===== src/design/rlcdt_pkg.sv =====
// shared constants, register codes and beat types for the ruled-line drift tracker
`timescale 1ns / 1ps
`default_nettype none

package rlcdt_pkg;

  // column geometry and field widths
  localparam int MAX_ROWS = 128;
  localparam int PIX_W    = 8;
  localparam int ROW_W    = 7;
  localparam int CNT_W    = 8;
  localparam int OFS_W    = 16;
  localparam int RROW_W   = 8;

  // row cap in the width of the row-count register
  localparam logic [CNT_W-1:0] MAX_ROWS_CAP = CNT_W'(MAX_ROWS);

  // configuration register indexes
  localparam int CFG_IDX_W = 3;
  localparam logic [CFG_IDX_W-1:0] CFG_TEXT_TOP    = 3'd0;
  localparam logic [CFG_IDX_W-1:0] CFG_TEXT_BOTTOM = 3'd1;
  localparam logic [CFG_IDX_W-1:0] CFG_LINE_GAP    = 3'd2;
  localparam logic [CFG_IDX_W-1:0] CFG_TEXT_LEVEL  = 3'd3;
  localparam logic [CFG_IDX_W-1:0] CFG_ROWS_IN_USE = 3'd4;

  // reset values of the configuration registers
  localparam logic [ROW_W-1:0] TEXT_TOP_RST    = 7'd0;
  localparam logic [ROW_W-1:0] TEXT_BOTTOM_RST = 7'd127;
  localparam logic [ROW_W-1:0] LINE_GAP_RST    = 7'd7;
  localparam logic [PIX_W-1:0] TEXT_LEVEL_RST  = 8'd255;
  localparam logic [CNT_W-1:0] ROWS_IN_USE_RST = 8'd128;

  // row marker for "no ruled line found"
  localparam logic signed [RROW_W-1:0] ROW_NONE = -8'sd1;

  typedef struct packed {
    logic [ROW_W-1:0] text_top;
    logic [ROW_W-1:0] text_bottom;
    logic [ROW_W-1:0] line_gap;
    logic [PIX_W-1:0] text_level;
    logic [CNT_W-1:0] rows_in_use;
  } cfg_t;

  typedef struct packed {
    logic [PIX_W-1:0] pixel;
    logic [ROW_W-1:0] row;
    logic             frame_start;
  } pix_t;

  typedef struct packed {
    logic signed [OFS_W-1:0]  column_offset;
    logic signed [RROW_W-1:0] upper_row;
    logic signed [RROW_W-1:0] lower_row;
    logic                     saturated;
  } result_t;

endpackage

`default_nettype wire


===== src/design/rlcdt_cfg_regs.sv =====
// configuration register file written through the cfg channel
`timescale 1ns / 1ps
`default_nettype none

module rlcdt_cfg_regs
  import rlcdt_pkg::*;
(
  input  wire logic                 clk,
  input  wire logic                 rst_n,
  input  wire logic                 cfg_valid,
  input  wire logic [CFG_IDX_W-1:0] cfg_index,
  input  wire logic [7:0]           cfg_data,
  output cfg_t                      cfg
);

  cfg_t cfg_r;
  cfg_t cfg_nxt;

  // index decode, unknown indexes are dropped
  always_comb begin
    cfg_nxt = cfg_r;
    if (cfg_valid) begin
      unique case (cfg_index)
        CFG_TEXT_TOP:    cfg_nxt.text_top    = cfg_data[ROW_W-1:0];
        CFG_TEXT_BOTTOM: cfg_nxt.text_bottom = cfg_data[ROW_W-1:0];
        CFG_LINE_GAP:    cfg_nxt.line_gap    = cfg_data[ROW_W-1:0];
        CFG_TEXT_LEVEL:  cfg_nxt.text_level  = cfg_data[PIX_W-1:0];
        CFG_ROWS_IN_USE: cfg_nxt.rows_in_use = cfg_data[CNT_W-1:0];
        default:         cfg_nxt = cfg_r;
      endcase
    end
  end

  always_ff @(posedge clk) begin
    if (!rst_n) begin
      cfg_r.text_top    <= TEXT_TOP_RST;
      cfg_r.text_bottom <= TEXT_BOTTOM_RST;
      cfg_r.line_gap    <= LINE_GAP_RST;
      cfg_r.text_level  <= TEXT_LEVEL_RST;
      cfg_r.rows_in_use <= ROWS_IN_USE_RST;
    end else begin
      cfg_r <= cfg_nxt;
    end
  end

  assign cfg = cfg_r;

endmodule

`default_nettype wire


===== src/design/rlcdt_engine.sv =====
// per-pixel line search, column-end offset update and tracker state
`timescale 1ns / 1ps
`default_nettype none

module rlcdt_engine
  import rlcdt_pkg::*;
(
  input  wire logic    clk,
  input  wire logic    rst_n,
  input  wire cfg_t    cfg,
  input  wire logic    pix_fire,
  input  wire pix_t    pix,
  output logic         has_result,
  output result_t      result
);

  logic signed [OFS_W-1:0]  offset_r,     offset_nxt;
  logic signed [RROW_W-1:0] prev_upper_r, prev_upper_nxt;
  logic signed [RROW_W-1:0] prev_lower_r, prev_lower_nxt;
  logic signed [RROW_W-1:0] cur_upper_r,  cur_upper_nxt;
  logic signed [RROW_W-1:0] cur_lower_r,  cur_lower_nxt;

  logic [CNT_W-1:0]         rows_eff;
  logic [CNT_W-1:0]         row_ext;
  logic                     in_range;
  logic                     is_last;
  logic                     ink;
  logic                     upper_hit;
  logic                     lower_hit;
  logic signed [OFS_W-1:0]  offset_b;
  logic signed [RROW_W-1:0] prev_upper_b, prev_lower_b, cur_upper_b, cur_lower_b;
  logic signed [RROW_W-1:0] cur_upper_n, cur_lower_n;
  logic signed [RROW_W:0]   delta;
  logic signed [OFS_W:0]    sum;
  logic                     sat;
  logic signed [OFS_W-1:0]  sum_clip;

  // row window and column end
  always_comb begin
    rows_eff = (cfg.rows_in_use > MAX_ROWS_CAP) ? MAX_ROWS_CAP : cfg.rows_in_use;
    row_ext  = {1'b0, pix.row};
    in_range = row_ext < rows_eff;
    is_last  = in_range && (row_ext == rows_eff - CNT_W'(1));
  end

  // frame start clears offset and rows before the pixel is looked at
  always_comb begin
    offset_b     = pix.frame_start ? '0       : offset_r;
    prev_upper_b = pix.frame_start ? ROW_NONE : prev_upper_r;
    prev_lower_b = pix.frame_start ? ROW_NONE : prev_lower_r;
    cur_upper_b  = pix.frame_start ? ROW_NONE : cur_upper_r;
    cur_lower_b  = pix.frame_start ? ROW_NONE : cur_lower_r;
  end

  // ink match against both search windows
  always_comb begin
    ink       = in_range && (pix.pixel == cfg.text_level);
    upper_hit = ink && ((row_ext + {1'b0, cfg.line_gap}) <= {1'b0, cfg.text_top});
    lower_hit = ink && (row_ext >= ({1'b0, cfg.text_bottom} + {1'b0, cfg.line_gap}))
                && cur_lower_b[RROW_W-1];
    cur_upper_n = upper_hit ? $signed({1'b0, pix.row}) : cur_upper_b;
    cur_lower_n = lower_hit ? $signed({1'b0, pix.row}) : cur_lower_b;
  end

  // drift step: upper line first, lower line as fallback
  always_comb begin
    if (!prev_upper_b[RROW_W-1] && !cur_upper_n[RROW_W-1]) begin
      delta = $signed({cur_upper_n[RROW_W-1], cur_upper_n})
            - $signed({prev_upper_b[RROW_W-1], prev_upper_b});
    end else if (!prev_lower_b[RROW_W-1] && !cur_lower_n[RROW_W-1]) begin
      delta = $signed({cur_lower_n[RROW_W-1], cur_lower_n})
            - $signed({prev_lower_b[RROW_W-1], prev_lower_b});
    end else begin
      delta = '0;
    end
    sum = $signed({offset_b[OFS_W-1], offset_b})
        + $signed({{(OFS_W-RROW_W){delta[RROW_W]}}, delta});
    sat = sum[OFS_W] != sum[OFS_W-1];
    if (!sat) begin
      sum_clip = sum[OFS_W-1:0];
    end else if (sum[OFS_W]) begin
      sum_clip = {1'b1, {(OFS_W-1){1'b0}}};
    end else begin
      sum_clip = {1'b0, {(OFS_W-1){1'b1}}};
    end
  end

  // state update on every accepted pixel
  always_comb begin
    offset_nxt     = offset_r;
    prev_upper_nxt = prev_upper_r;
    prev_lower_nxt = prev_lower_r;
    cur_upper_nxt  = cur_upper_r;
    cur_lower_nxt  = cur_lower_r;
    if (pix_fire) begin
      if (is_last) begin
        offset_nxt     = sum_clip;
        prev_upper_nxt = cur_upper_n;
        prev_lower_nxt = cur_lower_n;
        cur_upper_nxt  = ROW_NONE;
        cur_lower_nxt  = ROW_NONE;
      end else begin
        offset_nxt     = offset_b;
        prev_upper_nxt = prev_upper_b;
        prev_lower_nxt = prev_lower_b;
        cur_upper_nxt  = cur_upper_n;
        cur_lower_nxt  = cur_lower_n;
      end
    end
  end

  always_ff @(posedge clk) begin
    if (!rst_n) begin
      offset_r     <= '0;
      prev_upper_r <= ROW_NONE;
      prev_lower_r <= ROW_NONE;
      cur_upper_r  <= ROW_NONE;
      cur_lower_r  <= ROW_NONE;
    end else begin
      offset_r     <= offset_nxt;
      prev_upper_r <= prev_upper_nxt;
      prev_lower_r <= prev_lower_nxt;
      cur_upper_r  <= cur_upper_nxt;
      cur_lower_r  <= cur_lower_nxt;
    end
  end

  // column result
  assign has_result           = is_last;
  assign result.column_offset = sum_clip;
  assign result.upper_row     = cur_upper_n;
  assign result.lower_row     = cur_lower_n;
  assign result.saturated     = sat;

endmodule

`default_nettype wire


===== src/design/ruled_line_column_drift_tracker_core.sv =====
// top level of the ruled-line column drift tracker: beat registers and channels
`timescale 1ns / 1ps
`default_nettype none

// Takes one pixel beat per clock, top row first, column by column, and gives one
// result beat at the last row of each column (row equal to rows_in_use - 1, with
// rows_in_use capped at 128). A result holds the running vertical offset, the
// upper and lower ruled-line rows of the column (-1 when none) and a saturation
// flag. An input beat is held in the input register, then the search and
// offset update feed the result register. The tracker state moves on once per
// pixel, so the sustained rate is one pixel per clock as long as results are
// taken. Pixels at or beyond the row count give no result; in_tuser marks the
// first pixel of a frame and clears the offset and the stored rows.
// Configuration writes take effect at once and belong in idle periods only;
// cfg_ready is always high.
module ruled_line_column_drift_tracker_core
  import rlcdt_pkg::*;
(
  input  wire logic                 clk,
  input  wire logic                 rst_n,
  // pixel stream
  input  wire logic                 in_tvalid,
  output logic                      in_tready,
  input  wire logic [15:0]          in_tdata,   // pixel[7:0], row[14:8], zero[15]
  input  wire logic                 in_tuser,   // frame_start
  // result stream
  output logic                      out_tvalid,
  input  wire logic                 out_tready,
  output logic [39:0]               out_tdata,  // column_offset[15:0], upper_row[23:16],
                                                // lower_row[31:24], saturated[32], zero[39:33]
  // configuration writes
  input  wire logic                 cfg_valid,
  output logic                      cfg_ready,
  input  wire logic [CFG_IDX_W-1:0] cfg_index,
  input  wire logic [7:0]           cfg_data
);

  cfg_t    cfg;
  pix_t    pix_r, pix_nxt;
  logic    pix_vld_r, pix_vld_nxt;
  result_t res_r, res_nxt;
  logic    res_vld_r, res_vld_nxt;
  result_t eng_res;
  logic    eng_has_res;
  logic    out_free;
  logic    pix_adv;
  logic    in_beat;

  assign cfg_ready = 1'b1;

  rlcdt_cfg_regs u_cfg (
    .clk       (clk),
    .rst_n     (rst_n),
    .cfg_valid (cfg_valid),
    .cfg_index (cfg_index),
    .cfg_data  (cfg_data),
    .cfg       (cfg)
  );

  // beat flow between input register and result register
  assign out_free  = !res_vld_r || out_tready;
  assign pix_adv   = pix_vld_r && out_free;
  assign in_tready = !pix_vld_r || pix_adv;
  assign in_beat   = in_tvalid && in_tready;

  rlcdt_engine u_engine (
    .clk        (clk),
    .rst_n      (rst_n),
    .cfg        (cfg),
    .pix_fire   (pix_adv),
    .pix        (pix_r),
    .has_result (eng_has_res),
    .result     (eng_res)
  );

  // input register
  always_comb begin
    pix_nxt     = pix_r;
    pix_vld_nxt = pix_vld_r;
    if (in_beat) begin
      pix_nxt.pixel       = in_tdata[PIX_W-1:0];
      pix_nxt.row         = in_tdata[PIX_W+ROW_W-1:PIX_W];
      pix_nxt.frame_start = in_tuser;
      pix_vld_nxt         = 1'b1;
    end else if (pix_adv) begin
      pix_vld_nxt = 1'b0;
    end
  end

  // result register
  always_comb begin
    res_nxt     = res_r;
    res_vld_nxt = res_vld_r;
    if (pix_adv && eng_has_res) begin
      res_nxt     = eng_res;
      res_vld_nxt = 1'b1;
    end else if (out_tready) begin
      res_vld_nxt = 1'b0;
    end
  end

  always_ff @(posedge clk) begin
    if (!rst_n) begin
      pix_vld_r <= 1'b0;
      res_vld_r <= 1'b0;
    end else begin
      pix_vld_r <= pix_vld_nxt;
      res_vld_r <= res_vld_nxt;
    end
  end

  always_ff @(posedge clk) begin
    pix_r <= pix_nxt;
    res_r <= res_nxt;
  end

  assign out_tvalid = res_vld_r;
  assign out_tdata  = {7'd0, res_r.saturated, res_r.lower_row, res_r.upper_row,
                       res_r.column_offset};

endmodule

`default_nettype wire


===== config.mk =====
export PLATFORM = sky130hd
export DESIGN_NAME = ruled_line_column_drift_tracker_core
export DESIGN_NICKNAME = d
export VERILOG_FILES = /design/src/design/rlcdt_pkg.sv /design/src/design/rlcdt_cfg_regs.sv /design/src/design/rlcdt_engine.sv /design/src/design/ruled_line_column_drift_tracker_core.sv
export SDC_FILE = /design/constraint.sdc
export NUM_CORES = 1
export LEC_CHECK = 0
export BUFFER_PORTS_ARGS = -buffer_cell sky130_fd_sc_hd__buf_2
export CAP_MARGIN = 0
export CORE_MARGIN = 2
export CORE_UTILIZATION = 54
export CTS_BUF_LIST = sky130_fd_sc_hd__clkbuf_8
export DETAILED_ROUTE_END_ITERATION = 8
export HOLD_SLACK_MARGIN = 0.12
export PLACE_DENSITY = 0.78
export REMOVE_ABC_BUFFERS = 1
export SETUP_SLACK_MARGIN = 0.1
export SKIP_CTS_REPAIR_TIMING = 1
export SLEW_MARGIN = 20
export SYNTH_ARGS = -nofsm -noshare
export SYNTH_HDL_FRONTEND = slang
export SYNTH_SLANG_ARGS = --single-unit

===== constraint.sdc =====
create_clock -name clk -period 12.6 [get_ports clk]
set_clock_uncertainty 0.1 [all_clocks]
set_input_delay 1.26 -clock clk [delete_from_list [all_inputs] [get_ports clk]]
set_output_delay 1.26 -clock clk [all_outputs]
set_load 0.05 [all_outputs]

* After elaboration in Yosys (flattened, before gate mapping)
Index checks and enable logic that the tools add are counted.
** Word-level totals
- Register bits :: 136
- Word-level logic and storage cells :: 83
** Operators by class
- $add $sub $neg :: 6
- Magnitude comparators :: 4
- Equality and inequality tests :: 7
- Mux-type cells :: 21
- Reductions and logical operators :: 26
** Operators with widths (number)
- 2-to-1 mux 8 bit :: 11
- 2-to-1 mux 16 bit :: 4
- 2-to-1 mux 9 bit :: 2
- subtractor 8 x 8 -> 9 bit :: 2
- adder 16 x 9 -> 17 bit :: 1
- adder 7 x 7 -> 8 bit :: 2
- logical AND 1 bit :: 10
- AND reduction 2 bit :: 5
- equality test 7 x 8 -> 1 bit :: 1
- equality test 8 bit :: 1
- >= comparator 7 x 8 -> 1 bit :: 1
- greater-than comparator 8 bit, second input constant :: 1
- <= comparator 8 x 7 -> 1 bit :: 1
- less-than comparator 7 x 8 -> 1 bit :: 1
- subtractor 8 x 1 -> 8 bit, second input constant :: 1
- equality test 3 x 2 -> 1 bit, second input constant :: 2
- logical NOT 1 bit :: 6
- 2-to-1 mux 1 bit :: 4
- nonzero test 2 bit :: 2
- equality test 3 x 1 -> 1 bit, second input constant :: 1
- equality test 3 bit, second input constant :: 1
- logical NOT 3 bit :: 1
- logical OR 1 bit :: 2
- inequality test 1 bit :: 1

* Logic depth before layout (Yosys ltp)
Gate-level depths: netlist of run 1.
- Depth after elaboration :: 15
- Mapped depth :: 32
- Gate-level depth less buffers :: 31

* Cells and area by module
A second synthesis of run 1 with hierarchy kept.
** Second synthesis, totals
- Cells, all modules :: 818
- Area total of the unflattened synthesis :: 8135.3 µm²
** By module, submodules not included
- rlcdt_engine :: times used 1, cells each 601, area an instance 4969.8 µm², sequential area each 960.9 µm²
- ruled_line_column_drift_tracker_core :: times used 1, cells each 72, area an instance 1651.6 µm², sequential area each 1511.4 µm²
- rlcdt_cfg_regs :: times used 1, cells each 145, area an instance 1514.0 µm², sequential area each 740.7 µm²

* Worst setup path before layout of run 1
OpenSTA, ideal clock, no wires.
- Path type :: reg2reg
- From :: reg pix_r[1] (netlist bit)
- To :: reg res_r, in the netlist out_tdata[3], data pin
- Library setup time :: 0.269 ns
- Arrival time :: 6.750 ns
- Required time :: 12.231 ns
- Path slack :: 5.481 ns
- Cell stages (with the launch flop) :: 33
- Clock period less this slack :: 7.119 ns
- Cell sequence :: edfxtp_1 ha_1 fa_1 a21o_1 a21oi_1 o21bai_1 a21oi_1 xnor2_1 ha_1 o21a_1 o22ai_1 a2bb2oi_1 nor4_4 mux2_2 ha_1 inv_1 fa_1 a21o_1 a21oi_1 o21ai_0 a21oi_1 o21ai_0 o21ai_0 a22o_1 ha_1 and3_1 a221o_1 a31oi_1 nor4_1 a211o_1 nor2_1 clkbuf_1 o21ai_0
** RTL lines
- start, declared :: RTL line ruled_line_column_drift_tracker_core.sv:39 : pix_t pix_r, pix_nxt;
- start signal, assigned :: RTL line ruled_line_column_drift_tracker_core.sv:113 : pix_r <= pix_nxt;
- end signal, assigned :: RTL line ruled_line_column_drift_tracker_core.sv:114 : res_r <= res_nxt;
- end, declared :: RTL line ruled_line_column_drift_tracker_core.sv:41 : result_t res_r, res_nxt;

==> impl_results.md, run 1 <==
- I/O pin cnt: 76
- Post-route setup TNS: 0 ns
- Yosys warning count: 0
- Post-synth top area share: approximately a fifth
- Reg-to-reg critical path startpoint: pix_r[1]$_DFFE_PP_
- Initial Utilization: 55.9%
- Min-Delay Path Class: reg -> reg
- RSZ-0062 raised after global routing: false
- Area of the multi-input gates: 4550 um^2
- Antenna cells: 0
- Mapped cell area: 8180 um^2
- Final Setup Violations: 0
- Syn Inst Count: 874
- Final period utilization: 69.2%
- FP Rows: 44
- DP HPWL: about 13,000 um
- Worst vdd ir: around 0.11 mV
- Slew @ Worst Pin: 1.01 ns
- Final min period: 8.72 ns
- Final ANT Viol Nets: 0
- Peak Freq: 115 MHz
- Count of max-cap constraint violations: 0
- Net count, final: between 1,000 and 1,500
- Worst reg2reg path endpoint: out_tdata[3]$_DFFE_PP_
- Drt wl/cell: around 16 um
- Crit path launch: pix_r[1]$_DFFE_PP_
- Crit path DAT: 8.81 ns
- CP Max Fanout: 16
- CTS Buffer Depth: 2
- Mean Syn Cell Area: 9.36 um^2
- Post-synth top cells: 92 x nand2_1, 87 x dfxtp_1, 85 x nor2_1
- Vias in the first global route: 6,144
- IO buf count: 66
- Crit end category: flop
- Delay of the slowest critical-path stage: between 0.6 and 0.7 ns
- Post-synth top area cell: dfxtp_1
- Global route total overflow: 0
- Share of cells above drive strength 1: about 16%
- FILL cells: 1,245
- DR iter-0 viols: 451
- # clock sinks: 136
- Antenna violations before repair: 0
- First-pass GRT wire length: 30,200 um
- DRT Wirelength: about 18,000 um
- Clock-pin slew on the worst setup and hold paths: around 0.08 ns
- Worst EP required: ~13 ns
- Top FF cell, synth: dfxtp_1
- H-tree depth: 4
- GPL Wtd Cong: 0.876
- Via/cell ratio: ~5.7
- Die Ht: ~130 um
- P per Cell Area: 108 nW/um^2
- Die width: 127 um
- Sequential fraction of the synthesis area: 39.3%
- Hold Path Origin: u_engine.offset_r[11]$_SDFFE_PN0P_
- GRT Util Overall: 23.3%
- TritonCTS Buffers: 17
- Largest net degree at the start of global routing: 52
- Final Hold Fails: 0
- Routed vias: approximately 6,500
- Core area: 14,600 um^2
- Syn-to-layout area delta: 10.2%
- Pleak: 3.64 nW
- Slowest cell on crit path: nor2_1
- Clk Tree Root Cell: clkbuf_8
- Setup crit end: out_tdata[3]$_DFFE_PP_
- CP Launch Type: flop
- DRC Markers: 0
- Die Footprint: between 15,000 and 20,000 um^2
- First-pass DRT Iterations: 4
- Worst-skew pair later-pin latency: ~0.47 ns
- TritonCTS clock tree: done
- Register area: 3210 um^2
- Number of synthesized flops with an enable pin: 49
- Power Total: 0.000970 W
- Critical path type: reg -> reg
- Distinct cells, synth: 75
- Placed cell count: 1,097
- Slew Limit Headroom: 32.3%
- Worst R2R Setup Slack: roughly 3.9 ns
- Leading cell type by number of instances after synthesis: nand2_1
- Fin. max-slew vios: 0
- Synth top area cells: dfxtp_1 21%, edfxtp_1 18%, ha_1 11%, nand2_1 4.2%, nor2_1 3.9%
- FF-to-FF path depth: 31
- Status: finished, final reports clean
- #FFs+latches synth: approximately 140
- Post-route non-filler standard cell count: between 1,000 and 1,500
- Ys async rst share: 0%
-- layout make-up --
class                           count  area share, %
Clock buffer                       17           2.60
Tap cell                          184           2.55
Clock inverter                     15           2.25
Timing Repair Buffer               69           3.91
Inverter                           62           2.58
Multi-Input combinational cell    646           50.5
Sequential cell                   136           35.6
-- power by group --
part	internal, W	switching (W)	total [W]
Sequential	0.000461	0.00000983	0.000470
Clock	0.000216	0.000182	0.000398
Combinational	0.0000403	0.0000614	0.000102
-- placed cells by master (no fill, tap or decap), drive strengths merged, types with 5 or more instances in the layout --
cell type / count
buf: 69
edfxtp: 49
nor2b: 23
nor4: 7
a31oi: 9
nand3: 30
a21oi: 63
nor2: 85
a2bb2oi: 19
a21o: 15
fa: 5
clkinv: 7
a21boi: 5
xnor2: 31
and3: 5
nor3: 9
clkbuf: 17
conb: 8
o32a: 7
o22ai: 8
dfxtp: 87
o21ai: 25
o211ai: 11
a22o: 5
nand2: 93
o21a: 7
inv: 62
o2bb2ai: 7
a211oi: 5
xor2: 16
mux2: 15
o21bai: 5
ha: 70
nand2b: 8
or2: 6
-- worst min-delay path by stage --
stage | end | slack [ns] | cells after the start
4_1_cts | u_engine.offset_r[9]$_SDFFE_PN0P_ | 0.37 | 1
2_1_floorplan | u_engine.offset_r[11]$_SDFFE_PN0P_ | 0.32 | 1
6_report | u_engine.offset_r[11]$_SDFFE_PN0P_ | 0.36 | 1
3_3_place_gp | u_engine.offset_r[12]$_SDFFE_PN0P_ | 0.34 | 1
5_1_grt | u_engine.offset_r[13]$_SDFFE_PN0P_ | 0.38 | 1
3_5_place_dp | u_engine.offset_r[9]$_SDFFE_PN0P_ | 0.34 | 1
-- through the flow --
stage	cell area (um^2)	hold slack [ns]	setup slack [ns]	util [%]
6_report	9010	0.361	3.88	61.6
2_1_floorplan	7990	0.325	5.34	-
3_3_place_gp	8580	0.337	4.20	58.6
5_1_grt	9010	0.381	3.26	61.6
3_5_place_dp	8580	0.341	4.04	58.6
4_1_cts	9010	0.366	3.94	61.6
-- per-layer routing --
metal  track usage [%]  part of all wire (%)  vias to the layer above
li1                  -                     -                     3223
met1              31.9                    47                     3060
met2              37.7                    46                      162
met3              4.36                   4.4                       24
met4              7.69                   1.8                        0
met5                 0                     0                        -
-- sequential cells by signal (all words and copies together) (netlist names) --
name and flops:
out_tdata 33, out_tvalid 1, pix_r 16, pix_vld_r 1
u_cfg.cfg 37, u_engine.cur_lower_r 8, u_engine.cur_upper_r 8, u_engine.offset_r 16
u_engine.prev_lower_r 8, u_engine.prev_upper_r 8
-- worst max-delay path: cells and delay by family, from the launching register on --
family / cells / cell delay (ns)
AO/OA/AOI/OAI: 18 / 3.89
XOR/XNOR: 1 / 0.15
adder cells (fa/ha/maj): 6 / 1.91
buffers and inverters: 1 / 0.06
flip-flops: 1 / 0.45
multiplexers: 1 / 0.32
AND/OR/NAND/NOR: 4 / 1.58
-- cells by family (layout without fill, tap and decap cells) --
logic type | after synthesis | count (layout) | synth area share, %
mux | 17 | 17 | 2.31
compound gates | 212 | 212 | 18.9
other cells | 2 | 8 | 0.0918
simple gates | 283 | 283 | 16.5
xor+xnor | 47 | 47 | 5.03
flops | 136 | 136 | 39.3
buf+inv | 98 | 163 | 5.49
fa+ha+maj | 79 | 79 | 12.4
Note: power is estimated with default switching activity, not from simulation.
==> run 2, diff against run 1 <==
PLACE_DENSITY = 0.8   (was 0.78)
clock period = 7.4 ns   (was 12.6 ns; I/O delays follow)
==> impl_results.md, run 2 (synthesis results as in run 1) <==
- Status: finished, final reports clean
- Share of cells above drive strength 1: 21.6%
- Placed cell count: 1,121
- Post-route non-filler standard cell count: 1,162
- Hold WS: approximately 0.35 ns
- Via/cell ratio: 5.75
- Final core occ: 64.2%
- Initial Utilization: approximately 56%
- Pleak: approximately 3.8 nW
- Die Ht: 127 um
- Largest net degree at the start of global routing: 51
- P per Cell Area: ~170 nW/um^2
- TritonCTS clock tree: done
- FILL cells: 1,200
- Commonest cells after routing, fill and taps aside: 91 x nand2_1, 87 x dfxtp_1, 82 x nor2_1
- Die width: 127 um
- Clock-pin slew on the worst setup and hold paths: 0.08 ns
- Final period utilization: 97.5%
- Worst EP required: 7.66 ns
- Final ANT Viol Nets: 0
- First-pass DRT Iterations: 5
- Net count, final: 1,073
- DRC Markers: 0
- Core area: 14,600 um^2
- Worst vdd ir: 0.153 mV
- I/O pin cnt: 76
- Die Footprint: approximately 16,000 um^2
- Routed vias: 6,678
- H-tree depth: 4
- Syn-to-layout area delta: 14.9%
- Final Hold Fails: 0
- Post-route cell area: between 9000 and 10,000 um^2
- Slew Limit Headroom: between 30% and 40%
- DP HPWL: roughly 13,000 um
- CP Max Fanout: 10
- Peak Freq: 139 MHz
- Clk Tree Root Cell: clkbuf_8
- CP Launch Type: flop
- Global route total overflow: 0
- Slew @ Worst Pin: 1.03 ns
- Max reg flops: 37
- First-pass GRT wire length: 30,200 um
- Dpl cell area: between 8000 and 9000 um^2
- Commonest non-fill, non-tap cell in the layout: nand2_1
- Antenna cells: 0
- TritonCTS Buffers: 17
- # clock sinks: around 140
- Count of max-cap constraint violations: 0
- Min-Delay Path Class: in -> reg
- Drt wl/cell: 16.1 um
- Critical path type: reg -> reg
- IO buf count: 66
- FP Rows: 44
- Crit end category: flop
- GPL Wtd Cong: 0.914
- Slowest cell on crit path: edfxtp_1
- Fin. max-slew vios: 0
- CTS Buffer Depth: 2
- Worst-skew pair later-pin latency: 0.46 ns
- Delay of the slowest critical-path stage: 0.42 ns
- Final Setup Violations: 0
- DRT Wirelength: 18,700 um
- DR iter-0 viols: roughly 440
- Antenna violations before repair: 0
- Vias in the first global route: 6,251
- GRT Util Overall: 23.4%
- Final min period: 7.21 ns
- Crit path DAT: ~7.5 ns
## run 2: critical path, delay by kind of cell (launching register included)
kind / cells / cell delay (ns)
AND/OR/NAND/NOR: 4 / 0.73
AO/OA/AOI/OAI: 17 / 3.02
buffers and inverters: 3 / 0.41
multiplexers: 1 / 0.35
XOR/XNOR: 1 / 0.09
adder cells (fa/ha/maj): 7 / 1.97
flip-flops: 1 / 0.42
## run 2: final timing paths
path | depth (start not counted) | end | slack (ns) | startpoint
hold reg to reg | 1 | u_engine.offset_r[13]$_SDFFE_PN0P_ | 0.36 | u_engine.offset_r[13]$_SDFFE_PN0P_
setup reg to reg | 33 | u_engine.offset_r[7]$_SDFFE_PN0P_ | 0.19 | pix_r[1]$_DFFE_PP_
setup / recovery | 33 | u_engine.offset_r[7]$_SDFFE_PN0P_ | 0.19 | pix_r[1]$_DFFE_PP_
hold / removal | 1 | pix_r[0]$_DFFE_PP_ | 0.35 | in_tuser
## run 2: layout make-up
class | instances | area (um^2) | area share [%]
Sequential cell | 136 | 3210 | 34.2
Timing Repair Buffer | 102 | 617 | 6.56
Multi-Input combinational cell | 646 | 4700 | 50.0
Clock buffer | 17 | 234 | 2.49
Inverter | 62 | 233 | 2.48
Clock inverter | 15 | 178 | 1.89
Tap cell | 184 | 230 | 2.45
## run 2: through the flow
stage / setup TNS (ns) / power [W] / worst slack (ns)
global route: -0.675 / 0.00169 / -0.147
finish: 0 / 0.00163 / 0.186
CTS: -1.34 / 0.00163 / -0.125
detailed placement: -0.0884 / 0.000994 / -0.0451
global placement: 0 / 0.000987 / 0.0872
floorplan: 0 / 0.000938 / 0.140
## run 2: per-layer routing
metal | track usage, % | up-vias | wire length (um)
met3 | 4.19 | 27 | 818
met1 | 31.8 | 3199 | 8720
met4 | 7.24 | 0 | 295
li1 | - | 3288 | -
met5 | 0 | - | 0
met2 | 38.4 | 164 | 8910
## run 2: power by group
group	switching [W]	internal (W)	leakage, nW
registers	0.0000119	0.000784	1.16
logic	0.000114	0.0000760	2.44
clock network	0.000307	0.000334	0.206
total	0.000433	0.00119	3.81
==> run 3, diff against run 2 <==
CORE_UTILIZATION = 50   (was 54)
PLACE_DENSITY = 0.76   (was 0.8)
==> impl_results.md, run 3 (synthesis results as in run 1) <==
- # clock sinks: 136
- Slowest cell on crit path: edfxtp_1
- GPL Wtd Cong: 0.912
- Setup slack at placement: -0.109 ns
- Final period utilization: 95.3%
- Fin. max-slew vios: 0
- Slew @ Worst Pin: 1.02 ns
- Slack of the critical path: 0.349 ns
- Slew Limit Headroom: about a third
- FP Rows: 46
- WP buf/inv: 4
- Final Setup Violations: 0
- First-pass DRT Iterations: 5
- CP Launch Type: flop
- Routed vias: between 6,000 and 7,000
- Critical path type: reg -> reg
- Min-Delay Path Class: reg -> reg
- Dpl cell area: 8830 um^2
- Met3 wire len: 928 um
- IO buf count: 66
- Status: finished, final reports clean
- Worst vdd ir: around 0.13 mV
- Pleak: 3.84 nW
- Die Ht: 132 um
- DRT Wirelength: 18,700 um
- Largest net degree at the start of global routing: 51
- Die width: 132 um
- Crit path DAT: 7.15 ns
- Worst EP required: 7.50 ns
- Commonest cells after routing, fill and taps aside: 90 x nand2_1, 87 x dfxtp_1, 81 x nor2_1
- Clock-pin slew on the worst setup and hold paths: around 0.08 ns
- Max reg flops: 37
- Global route total overflow: 0
- Die Footprint: 17,400 um^2
- TritonCTS clock tree: done
- Share of cells above drive strength 1: 21.8%
- Core area: between 15,000 and 20,000 um^2
- DP HPWL: ~13,000 um
- Top sig layer: met4
- First-pass GRT wire length: ~30,000 um
- Syn-to-layout area delta: 15.8%
- Commonest non-fill, non-tap cell in the layout: nand2_1
- Crit path max-delay family: compound AO/OA/AOI/OAI gates
- I/O pin cnt: 76
- Worst-skew pair later-pin latency: about 0.46 ns
- Antenna cells: 0
- Vias in the first global route: 6,174
- P per Cell Area: 169 nW/um^2
- Antenna violations before repair: 0
- H-tree depth: 4
- Drt wl/cell: 15.6 um
- CTS Buffer Depth: 2
- TritonCTS Buffers: 17
- Met1 wire length: a little under 9000 um
- Post-route cell area: approximately 9500 um^2
- Detail Route met2 WL: approximately 8500 um
- Initial Utilization: between 50% and 60%
- Placed cell count: between 1,000 and 1,500
- Clk Tree Root Cell: clkbuf_8
- Final ANT Viol Nets: 0
- GRT Util Overall: 21.8%
- DR iter-0 viols: 443
- Peak Freq: 142 MHz
- Count of max-cap constraint violations: 0
- Post-route non-filler standard cell count: 1,198
- Final min period: 7.05 ns
- Crit end category: flop
- Delay of the slowest critical-path stage: between 0.4 and 0.5 ns
- Final Hold Fails: 0
- Via/cell ratio: around 5.5
- DRC Markers: 0
- Net count, final: ~1,100
- RSZ-0062 raised after global routing: false
- FILL cells: 1,383
- Hold WS: roughly 0.36 ns
- CP Max Fanout: 6
run 3: cell type report:
cell class	instances	area [um^2]	share of cell area, %
clock inverter	10	104	1.10
sequential	136	3210	33.9
timing repair buffer	106	642	6.77
multi-input combinational	647	4720	49.9
tap	216	270	2.85
clock buffer	21	289	3.05
inverter	62	233	2.46
run 3: worst register-to-register path, delay by kind of cell, from the launching register on:
family	cells	cell delay, ns
adders and majority gates	7	2.01
DFF	1	0.46
and+or+nand+nor	2	0.33
buffers and inverters	4	0.53
AOI/OAI and AO/OA	18	3.03
xor gates and xnor gates	1	0.15
muxes	1	0.18
run 3: path summary, 6_finish.rpt:
check,start,to,slack (ns),cells past startpoint
worst min-delay path,u_engine.offset_r[12]$_SDFFE_PN0P_,u_engine.offset_r[12]$_SDFFE_PN0P_,0.36,1
worst min register to register,u_engine.offset_r[12]$_SDFFE_PN0P_,u_engine.offset_r[12]$_SDFFE_PN0P_,0.36,1
worst max register to register,pix_r[1]$_DFFE_PP_,out_tdata[14]$_DFFE_PP_,0.35,33
worst max-delay path,pix_r[1]$_DFFE_PP_,out_tdata[14]$_DFFE_PP_,0.35,33
run 3: metrics by stage:
step                      setup TNS [ns]  total power (W)  utilization [%]
after global placement                 0         0.000989             55.4
after CTS                          -1.93          0.00160             57.8
final                                  0          0.00160             59.4
after floorplan                        0         0.000938                -
after detailed placement           -1.16         0.000993             55.4
after global routing                   0          0.00166             59.4
run 3: power breakdown:
part           total, W  internal (W)  leakage [nW]  switching [W]
logic          0.000187     0.0000750          2.47       0.000112
clock network  0.000614      0.000329         0.212       0.000285
registers      0.000797      0.000785          1.16      0.0000124
total           0.00160       0.00119          3.84       0.000409
run 3: metal layers:
| layer | global-route usage (%) | up-vias |
|---|---|---|
| met1 | 29.9 | 3083 |
| met3 | 4.84 | 34 |
| met5 | 0 | - |
| met4 | 8.03 | 0 |
| met2 | 33.9 | 193 |
| li1 | - | 3292 |
